`src/ksdrf_pkg.sv`:
```
// Package of the keypad scanner: sizes, codes, types and decode functions.
// Used by the scan, buffer and top-level modules; depends on nothing.
package ksdrf_pkg;

  localparam int ROWS       = 2;
  localparam int COLS       = 2;
  localparam int FIFO_DEPTH = 16;

  localparam int MATRIX_W  = 4;
  localparam int SHIFT_W   = 2;
  localparam int CODE_W    = 8;
  localparam int CFG_W     = 8;
  localparam int CFG_IDX_W = 2;
  localparam int ROW_SEL_W = $clog2(ROWS + 1);
  localparam int PTR_W     = $clog2(FIFO_DEPTH);
  localparam int CNT_W     = $clog2(FIFO_DEPTH + 1);

  localparam logic [CODE_W-1:0] NO_CODE = 8'hFF;
  localparam logic              OP_SCAN = 1'b0;
  localparam logic              OP_READ = 1'b1;

  localparam logic [CFG_IDX_W-1:0] CFG_REPEAT_START_DELAY = 2'd0;
  localparam logic [CFG_IDX_W-1:0] CFG_REPEAT_INTERVAL    = 2'd1;
  localparam logic [CFG_IDX_W-1:0] CFG_SHIFT_ONE_OFFSET   = 2'd2;
  localparam logic [CFG_IDX_W-1:0] CFG_SHIFT_TWO_OFFSET   = 2'd3;

  typedef enum logic [1:0] {
    PH_UP,
    PH_DEBOUNCE,
    PH_START_DLY,
    PH_REPEAT
  } ksdrf_phase_e;

  typedef struct packed {
    logic [CFG_W-1:0] repeat_start_delay;
    logic [CFG_W-1:0] repeat_interval;
    logic [CFG_W-1:0] shift_one_offset;
    logic [CFG_W-1:0] shift_two_offset;
  } ksdrf_cfg_t;

  typedef struct packed {
    logic              push;
    logic [CODE_W-1:0] code;
  } ksdrf_push_t;

  typedef struct packed {
    logic [CODE_W-1:0] key_code;
    logic              code_valid;
    logic [CNT_W-1:0]  codes_waiting;
  } ksdrf_rd_t;

  typedef struct packed {
    logic [ROW_SEL_W-1:0] row_sel;
    logic [CODE_W-1:0]    base;
  } ksdrf_dec_t;

  // Columns seen while one row, or all rows when sel equals ROWS, are driven.
  function automatic logic [COLS-1:0] active_cols(logic [MATRIX_W-1:0] m,
                                                  logic [ROW_SEL_W-1:0] sel);
    logic [COLS-1:0] mask;
    mask = '0;
    for (int r = 0; r < ROWS; r++) begin
      if (sel == ROW_SEL_W'(ROWS) || sel == ROW_SEL_W'(r)) begin
        mask = mask | m[r*COLS +: COLS];
      end
    end
    return mask;
  endfunction

  // First active row, lowest active column in it, before shift offsets.
  function automatic ksdrf_dec_t decode(logic [MATRIX_W-1:0] m);
    ksdrf_dec_t      res;
    logic            found;
    int              row;
    int              col;
    logic [COLS-1:0] cols;
    found       = 1'b0;
    row         = ROWS;
    res.row_sel = ROW_SEL_W'(ROWS - 1);
    for (int r = 0; r < ROWS; r++) begin
      if (!found && (|m[r*COLS +: COLS])) begin
        found       = 1'b1;
        row         = r;
        res.row_sel = ROW_SEL_W'(r);
      end
    end
    cols = active_cols(m, res.row_sel);
    col  = COLS;
    for (int c = COLS - 1; c >= 0; c--) begin
      if (cols[c]) begin
        col = c;
      end
    end
    res.base = CODE_W'(col) + CODE_W'(row * COLS);
    return res;
  endfunction

endpackage

```
`src/ksdrf_scan.sv`:
```
// Scan state machine: up, debounce, start delay and repeat, with key decode.
// Depends on ksdrf_pkg.
module ksdrf_scan (
  input  logic                               clk_i,
  input  logic                               rst_ni,
  input  logic                               scan_i,
  input  logic [ksdrf_pkg::MATRIX_W-1:0]     matrix_i,
  input  logic [ksdrf_pkg::SHIFT_W-1:0]      shift_i,
  input  ksdrf_pkg::ksdrf_cfg_t              cfg_i,
  output ksdrf_pkg::ksdrf_push_t             push_o
);

  ksdrf_pkg::ksdrf_phase_e                 phase_q, phase_d;
  logic [ksdrf_pkg::ROW_SEL_W-1:0]         row_sel_q, row_sel_d;
  logic [ksdrf_pkg::CFG_W-1:0]             start_cnt_q, start_cnt_d;
  logic [ksdrf_pkg::CFG_W-1:0]             rep_cnt_q, rep_cnt_d;
  logic                                    down;
  logic                                    emit;
  ksdrf_pkg::ksdrf_dec_t                   dec;
  logic [ksdrf_pkg::CODE_W-1:0]            offset;

  always_ff @(posedge clk_i or negedge rst_ni) begin
    if (!rst_ni) begin
      phase_q     <= ksdrf_pkg::PH_UP;
      row_sel_q   <= ksdrf_pkg::ROW_SEL_W'(ksdrf_pkg::ROWS);
      start_cnt_q <= '0;
      rep_cnt_q   <= '0;
    end else begin
      phase_q     <= phase_d;
      row_sel_q   <= row_sel_d;
      start_cnt_q <= start_cnt_d;
      rep_cnt_q   <= rep_cnt_d;
    end
  end

  always_comb begin
    down   = |ksdrf_pkg::active_cols(matrix_i, row_sel_q);
    dec    = ksdrf_pkg::decode(matrix_i);
    offset = (shift_i[0] ? cfg_i.shift_one_offset : '0)
           + (shift_i[1] ? cfg_i.shift_two_offset : '0);
    phase_d     = phase_q;
    row_sel_d   = row_sel_q;
    start_cnt_d = start_cnt_q;
    rep_cnt_d   = rep_cnt_q;
    emit        = 1'b0;
    if (scan_i) begin
      case (phase_q)
        ksdrf_pkg::PH_UP: begin
          if (down) begin
            phase_d = ksdrf_pkg::PH_DEBOUNCE;
          end
        end
        ksdrf_pkg::PH_DEBOUNCE: begin
          if (down) begin
            emit        = 1'b1;
            start_cnt_d = cfg_i.repeat_start_delay;
            phase_d     = ksdrf_pkg::PH_START_DLY;
          end else begin
            row_sel_d = ksdrf_pkg::ROW_SEL_W'(ksdrf_pkg::ROWS);
            phase_d   = ksdrf_pkg::PH_UP;
          end
        end
        ksdrf_pkg::PH_START_DLY: begin
          if (!down) begin
            phase_d = ksdrf_pkg::PH_DEBOUNCE;
          end else if (start_cnt_q != '0) begin
            start_cnt_d = start_cnt_q - 1'b1;
            if (start_cnt_q == ksdrf_pkg::CFG_W'(1)) begin
              emit      = 1'b1;
              rep_cnt_d = cfg_i.repeat_interval;
              phase_d   = ksdrf_pkg::PH_REPEAT;
            end
          end
        end
        ksdrf_pkg::PH_REPEAT: begin
          if (!down) begin
            phase_d = ksdrf_pkg::PH_DEBOUNCE;
          end else if (rep_cnt_q != '0) begin
            rep_cnt_d = rep_cnt_q - 1'b1;
            if (rep_cnt_q == ksdrf_pkg::CFG_W'(1)) begin
              emit      = 1'b1;
              rep_cnt_d = cfg_i.repeat_interval;
            end
          end
        end
        default: begin
          phase_d = ksdrf_pkg::PH_UP;
        end
      endcase
      if (emit) begin
        row_sel_d = dec.row_sel;
      end
    end
    push_o.push = emit;
    push_o.code = dec.base + offset;
  end

endmodule

```
`src/ksdrf_fifo.sv`:
```
// Key-code buffer: register store with write and read pointers and a fill count.
// Depends on ksdrf_pkg.
module ksdrf_fifo (
  input  logic                   clk_i,
  input  logic                   rst_ni,
  input  ksdrf_pkg::ksdrf_push_t push_i,
  input  logic                   pop_i,
  output ksdrf_pkg::ksdrf_rd_t   rd_o
);

  logic [ksdrf_pkg::CODE_W-1:0] store_q [ksdrf_pkg::FIFO_DEPTH];
  logic [ksdrf_pkg::PTR_W-1:0]  wr_ptr_q, wr_ptr_d;
  logic [ksdrf_pkg::PTR_W-1:0]  rd_ptr_q, rd_ptr_d;
  logic [ksdrf_pkg::CNT_W-1:0]  count_q, count_d;
  logic                         do_push;
  logic                         do_pop;

  always_ff @(posedge clk_i or negedge rst_ni) begin
    if (!rst_ni) begin
      wr_ptr_q <= '0;
      rd_ptr_q <= '0;
      count_q  <= '0;
    end else begin
      wr_ptr_q <= wr_ptr_d;
      rd_ptr_q <= rd_ptr_d;
      count_q  <= count_d;
    end
  end

  always_ff @(posedge clk_i) begin
    if (do_push) begin
      store_q[wr_ptr_q] <= push_i.code;
    end
  end

  always_comb begin
    do_push  = push_i.push && (count_q != ksdrf_pkg::CNT_W'(ksdrf_pkg::FIFO_DEPTH));
    do_pop   = pop_i && (count_q != '0);
    wr_ptr_d = wr_ptr_q;
    rd_ptr_d = rd_ptr_q;
    count_d  = count_q;
    if (do_push) begin
      wr_ptr_d = (wr_ptr_q == ksdrf_pkg::PTR_W'(ksdrf_pkg::FIFO_DEPTH - 1)) ?
                 '0 : wr_ptr_q + 1'b1;
      count_d  = count_q + 1'b1;
    end
    if (do_pop) begin
      rd_ptr_d = (rd_ptr_q == ksdrf_pkg::PTR_W'(ksdrf_pkg::FIFO_DEPTH - 1)) ?
                 '0 : rd_ptr_q + 1'b1;
      count_d  = count_q - 1'b1;
    end
    rd_o.key_code      = do_pop ? store_q[rd_ptr_q] : ksdrf_pkg::NO_CODE;
    rd_o.code_valid    = do_pop;
    rd_o.codes_waiting = count_d;
  end

endmodule

```
`src/keypad_scan_debounce_repeat_fifo.sv`:
```
// Top level of the keypad scanner: input register, scan machine, code buffer,
// configuration registers and output register. Depends on ksdrf_pkg.
// An accepted item passes the input register and then the output register before its result is presented.
// Throughput: one item per cycle; with both registers full the input waits on the receiver.
// Reset clears the scan state, pointers, count and configuration to defaults.
// Buffer entries are not cleared; an entry is only read after it was written.
module keypad_scan_debounce_repeat_fifo (
  input  logic                            clk_i,
  input  logic                            rst_ni,
  input  logic                            s_axis_tvalid,
  output logic                            s_axis_tready,
  // Bits from lowest: pressed_matrix[3:0], shift_keys[5:4], zero padding.
  input  logic [7:0]                      s_axis_tdata,
  // Bits from lowest: op.
  input  logic                            s_axis_tuser,
  output logic                            m_axis_tvalid,
  input  logic                            m_axis_tready,
  // Bits from lowest: key_code[7:0], codes_waiting[12:8], zero padding.
  output logic [15:0]                     m_axis_tdata,
  // Bits from lowest: code_valid.
  output logic                            m_axis_tuser,
  input  logic                            cfg_valid_i,
  output logic                            cfg_ready_o,
  input  logic [ksdrf_pkg::CFG_IDX_W-1:0] cfg_index_i,
  input  logic [ksdrf_pkg::CFG_W-1:0]     cfg_data_i
);

  logic                               in_valid_q;
  logic                               in_op_q;
  logic [ksdrf_pkg::MATRIX_W-1:0]     in_matrix_q;
  logic [ksdrf_pkg::SHIFT_W-1:0]      in_shift_q;
  logic                               out_valid_q;
  ksdrf_pkg::ksdrf_rd_t               out_q;
  ksdrf_pkg::ksdrf_cfg_t              cfg_q;
  logic                               advance;
  logic                               exec;
  ksdrf_pkg::ksdrf_push_t             push;
  ksdrf_pkg::ksdrf_rd_t               rd;

  assign advance       = !out_valid_q || m_axis_tready;
  assign exec          = in_valid_q && advance;
  assign s_axis_tready = !in_valid_q || advance;
  assign cfg_ready_o   = 1'b1;

  always_ff @(posedge clk_i or negedge rst_ni) begin
    if (!rst_ni) begin
      in_valid_q  <= 1'b0;
      out_valid_q <= 1'b0;
      cfg_q.repeat_start_delay <= 8'd50;
      cfg_q.repeat_interval    <= 8'd10;
      cfg_q.shift_one_offset   <= 8'd4;
      cfg_q.shift_two_offset   <= 8'd8;
    end else begin
      if (s_axis_tready) begin
        in_valid_q <= s_axis_tvalid;
      end
      if (advance) begin
        out_valid_q <= in_valid_q;
      end
      if (cfg_valid_i) begin
        case (cfg_index_i)
          ksdrf_pkg::CFG_REPEAT_START_DELAY: cfg_q.repeat_start_delay <= cfg_data_i;
          ksdrf_pkg::CFG_REPEAT_INTERVAL:    cfg_q.repeat_interval    <= cfg_data_i;
          ksdrf_pkg::CFG_SHIFT_ONE_OFFSET:   cfg_q.shift_one_offset   <= cfg_data_i;
          ksdrf_pkg::CFG_SHIFT_TWO_OFFSET:   cfg_q.shift_two_offset   <= cfg_data_i;
          default: begin
          end
        endcase
      end
    end
  end

  always_ff @(posedge clk_i) begin
    if (s_axis_tready && s_axis_tvalid) begin
      in_op_q     <= s_axis_tuser;
      in_matrix_q <= s_axis_tdata[ksdrf_pkg::MATRIX_W-1:0];
      in_shift_q  <= s_axis_tdata[ksdrf_pkg::MATRIX_W +: ksdrf_pkg::SHIFT_W];
    end
    if (exec) begin
      out_q <= rd;
    end
  end

  ksdrf_scan u_scan (
    .clk_i    (clk_i),
    .rst_ni   (rst_ni),
    .scan_i   (exec && (in_op_q == ksdrf_pkg::OP_SCAN)),
    .matrix_i (in_matrix_q),
    .shift_i  (in_shift_q),
    .cfg_i    (cfg_q),
    .push_o   (push)
  );

  ksdrf_fifo u_fifo (
    .clk_i  (clk_i),
    .rst_ni (rst_ni),
    .push_i (push),
    .pop_i  (exec && (in_op_q == ksdrf_pkg::OP_READ)),
    .rd_o   (rd)
  );

  assign m_axis_tvalid = out_valid_q;
  assign m_axis_tdata  = {3'b000, out_q.codes_waiting, out_q.key_code};
  assign m_axis_tuser  = out_q.code_valid;

endmodule

```
`config.mk`:
```
export PLATFORM = sky130hd
export DESIGN_NAME = keypad_scan_debounce_repeat_fifo
export DESIGN_NICKNAME = d
export VERILOG_FILES = /design/src/ksdrf_pkg.sv /design/src/ksdrf_scan.sv /design/src/ksdrf_fifo.sv /design/src/keypad_scan_debounce_repeat_fifo.sv
export SDC_FILE = /design/constraint.sdc
export NUM_CORES = 1
export LEC_CHECK = 0
export ABC_CLOCK_PERIOD_IN_PS = 3200
export BUFFER_PORTS_ARGS = -buffer_cell sky130_fd_sc_hd__buf_2
export CELL_PAD_IN_SITES_DETAIL_PLACEMENT = 1
export CELL_PAD_IN_SITES_GLOBAL_PLACEMENT = 1
export CORE_MARGIN = 2
export CORE_UTILIZATION = 35
export CTS_BUF_LIST = sky130_fd_sc_hd__clkbuf_8
export DETAILED_ROUTE_END_ITERATION = 8
export PLACE_DENSITY = 0.62
export SYNTH_ARGS = -nofsm -noshare
export SYNTH_HDL_FRONTEND = slang
export SYNTH_SLANG_ARGS = --single-unit
```
`constraint.sdc`:
```
create_clock -name clk_i -period 3.2 [get_ports clk_i]
set_clock_uncertainty 0.1 [all_clocks]
set_input_delay 0.64 -clock clk_i [delete_from_list [all_inputs] [get_ports clk_i]]
set_output_delay 0.64 -clock clk_i [all_outputs]
set_load 0.03 [all_outputs]
```
==> results.sh <==
export IMPL_place_hpwl_mm=14.6
export IMPL_area_delta_synth_final_pct=18.5
export IMPL_die_area_um2=29000
export IMPL_placed_cell_area_um2=10500
export IMPL_groute_usage_overall_pct=15.7
export IMPL_setup_violators_final=0
export IMPL_synth_xor_area_share_pct=1.09
export IMPL_synth_warnings=0
export IMPL_netlist_top_cells_area="sky130_fd_sc_hd__edfxtp_1 46%, sky130_fd_sc_hd__dfrtp_1 15%, sky130_fd_sc_hd__mux4_2 9.3%"
export IMPL_floorplan_die_height_um=170
export IMPL_num_nets_final=778
export IMPL_yosys_mux_area_fraction_pct=13.8
export IMPL_floorplan_rows=60
export IMPL_grt_start_max_net_pins=44
export IMPL_htree_levels=2
export IMPL_min_delay_worst_type="in -> async"
export IMPL_core_um2=27000
export IMPL_grt_first_pass_wirelength_mm=34.5
export IMPL_via_count_of_the_first_global_routing_pass=6206
export IMPL_crit_path_end_kind="register"
export IMPL_routed_via_count=5603
export IMPL_power_per_cell_area_nw_per_um2=784
export IMPL_synthDominantCellAreaShare_pct=46.3
export IMPL_synth_edf_count=149
export IMPL_yosys_top_cells_count="149 x sky130_fd_sc_hd__edfxtp_1, 59 x sky130_fd_sc_hd__dfrtp_1, 40 x sky130_fd_sc_hd__mux4_2"
export IMPL_final_estimated_routing_congestion_in_global_placement=0.779
export IMPL_run_status="complete, no violations"
export IMPL_main_combinational_cell_family_by_area_after_synthesis="multiplexers"
export IMPL_syn_instance_count=617
export IMPL_required_ns=3.32
export IMPL_number_of_antenna_violations_at_the_first_check_in_global_routing=0
export IMPL_yosys_most_used_dff="sky130_fd_sc_hd__edfxtp_1"
export IMPL_netlist_area_um2=9670
export IMPL_count_of_unresolved_drc_violations_after_routing=0
export IMPL_ys_ff_latch=216
export IMPL_antenna_cells_inserted=0
export IMPL_clock_latency_ns=0.54
export IMPL_ctsLongestPathBuffers=3
export IMPL_synth_cell_types=67
export IMPL_final_area_um2=11500
export IMPL_dieWidth_um=170
export IMPL_synth_most_common_cell="sky130_fd_sc_hd__edfxtp_1"
export IMPL_cts_hold_buffers_added=0
export IMPL_total_length_of_routed_wires_mm=21.9
export IMPL_final_antenna_net_count=0
export IMPL_tritoncts_num_buffers=39
export IMPL_syn_avg_cell_area_um2=15.7
export IMPL_avgRoutedWirePerCell_um=20.0
export IMPL_cp_arrival_ns=3.27
export IMPL_final_period_utilization_pct=98.3
export IMPL_worstMarginPinSlew_ns=0.976
export IMPL_yosys_area_share_simple_pct=8.67
export IMPL_synthAdderAreaFrac_pct=4.71
export IMPL_post_route_util_pct=42.4
export IMPL_clk_pin_slew_worst_paths_ns=0.06
export IMPL_critical_path_peak_fanout=8
export IMPL_fmax_mhz=318
export IMPL_layout_filler_cells=2742
export IMPL_p_leak_nw=4.26
export IMPL_clock_root_buffer="sky130_fd_sc_hd__clkbuf_8"
export IMPL_cts_num_sinks=216
export IMPL_asyncSetResetFlopFracSynth_pct=31.0
export IMPL_io_pins=44
export IMPL_timing_final_hold_violations=0
export IMPL_synth_compound_gate_area_share_pct=5.69
export IMPL_overall_power_of_the_completed_layout_mw=8.99
export IMPL_critical_path_class="reg -> reg"
export IMPL_timing_critical_path_from_type="register"
export IMPL_final_layout_size_suffix_gt1_share_pct=32.4
export IMPL_post_synthesis_cell_type_with_the_largest_combined_area="sky130_fd_sc_hd__edfxtp_1"
export IMPL_first_drt_pass_iteration_count=4
export IMPL_synth_seq_area_share_pct=63.7
export IMPL_power_ir_vdd_worst_uv=331
export IMPL_initialDrtViolationCount=369
export IMPL_slew_violations=0
export IMPL_slew_headroom_pct=34.5
export IMPL_tritoncts="yes"
export IMPL_io_buffer_count=37
export IMPL_globalRoute_totalOverflow=0
export IMPL_initial_utilization_pct=35.8
export IMPL_period_needed_ns=3.15
export IMPL_max_cap_violations=0
export IMPL_vias_per_cell=5.14
-- layout make-up --
cell class                 count  area (um^2)  share of cell area (%)
clock inverter                32          176                    1.54
inverter                      28          105                   0.917
sequential                   216         6160                    53.7
clock buffer                  39          537                    4.68
tap                          341          427                    3.72
timing repair buffer          82          556                    4.85
multi-input combinational    353         3500                    30.5
-- metrics by stage --
stage	hold WS, ns	TNS [ns]	setup slack, ns	instances
4_1_cts	0.0201	-0.168	-0.0211	1085
3_5_place_dp	0.394	-13.80	-0.268	1011
2_1_floorplan	0.244	0	0.0345	619
6_report	0.0253	0	0.0530	1091
5_1_grt	0.0640	-2.41	-0.0969	1091
3_3_place_gp	0.384	-3.41	-0.119	1011
-- power by group --
group | switching (mW) | leakage (nW) | internal (mW) | total, mW
Clock | 1.13 | 0.405 | 1.23 | 2.36
Sequential | 0.385 | 2.13 | 3.57 | 3.96
Combinational | 1.43 | 1.72 | 1.24 | 2.67
-- layer usage --
| metal | track usage [%] | vias to the layer above | wire, um |
|---|---|---|---|
| met3 | 2.88 | 40 | 868 |
| met4 | 5.28 | 0 | 498 |
| met1 | 19.1 | 2871 | 9050 |
| met5 | 0 | - | 0 |
| met2 | 28.1 | 104 | 11500 |
| li1 | - | 2588 | - |
-- cells in the final DEF (no fill, tap or decap), drive strengths merged, types with 5 or more instances in the layout --
| cell type | instances |
|---|---|
| edfxtp | 149 |
| buf | 82 |
| dfrtp | 59 |
| inv | 41 |
| mux4 | 40 |
| clkbuf | 39 |
| mux2 | 34 |
| ha | 30 |
| nand2 | 27 |
| o21ai | 23 |
| a21oi | 20 |
| nor2 | 17 |
| clkinv | 17 |
| and2 | 16 |
| nand3 | 15 |
| nand2b | 13 |
| xnor2 | 11 |
| nor3 | 9 |
| dfstp | 8 |
| nor4b | 7 |
| nand4 | 6 |
| a31oi | 6 |
| mux2i | 5 |
| o22a | 5 |
| nor4 | 5 |
-- state kept, by name, summed over array words and instances (netlist names) --
name / count
u_scan.rep_cnt_q: 8
u_fifo.store_q: 128
in_valid_q: 1
m_axis_tdata: 13
u_fifo.wr_ptr_q: 4
m_axis_tuser: 1
in_matrix_q: 4
in_shift_q: 2
u_fifo.count_q: 5
in_op_q: 1
u_fifo.rd_ptr_q: 4
u_scan.phase_q: 2
m_axis_tvalid: 1
u_scan.row_sel_q: 2
cfg_q: 32
u_scan.start_cnt_q: 8
-- worst max-delay path, cell delays in order, from the launching register on --
cell and delay (ns):
sky130_fd_sc_hd__edfxtp_1 0.43, sky130_fd_sc_hd__nor4_4 0.30, sky130_fd_sc_hd__inv_1 0.10, sky130_fd_sc_hd__fa_1 0.50, sky130_fd_sc_hd__inv_1 0.07, sky130_fd_sc_hd__ha_1 0.30, sky130_fd_sc_hd__a31o_2 0.23, sky130_fd_sc_hd__a21oi_4 0.19
sky130_fd_sc_hd__o2111ai_2 0.15, sky130_fd_sc_hd__a21oi_4 0.21, sky130_fd_sc_hd__buf_6 0.13, sky130_fd_sc_hd__xnor2_4 0.10
-- cell families after synthesis --
| logic type | Yosys count |
|---|---|
| compound gates | 83 |
| mux | 79 |
| buf+inv | 52 |
| other cells | 2 |
| simple gates | 139 |
| flops | 216 |
| xor+xnor | 12 |
| fa+ha+maj | 34 |
-- final timing paths --
kind	cells after the start	from	slack, ns	to
worst max register to register	11	in_matrix_q[3]	0.05	u_fifo.store_q[6][7]
min in group clk_i	1	s_axis_tuser	0.18	in_op_q
max in group asynchronous	2	rst_ni	2.24	cfg_q[3]
worst min register to register	1	cfg_q[2]	0.41	cfg_q[2]
worst max-delay path	11	in_matrix_q[3]	0.05	u_fifo.store_q[6][7]
worst min-delay path	1	rst_ni	0.03	u_scan.start_cnt_q[7]
-- timing repair --
item,in CTS,in global routing
endpoints found under the setup margin,86,48
pin swaps,4,8
setup buffers,2,5
gates cloned,1,1
resized for setup,12,10
Power figures use the tool's default switching activity.
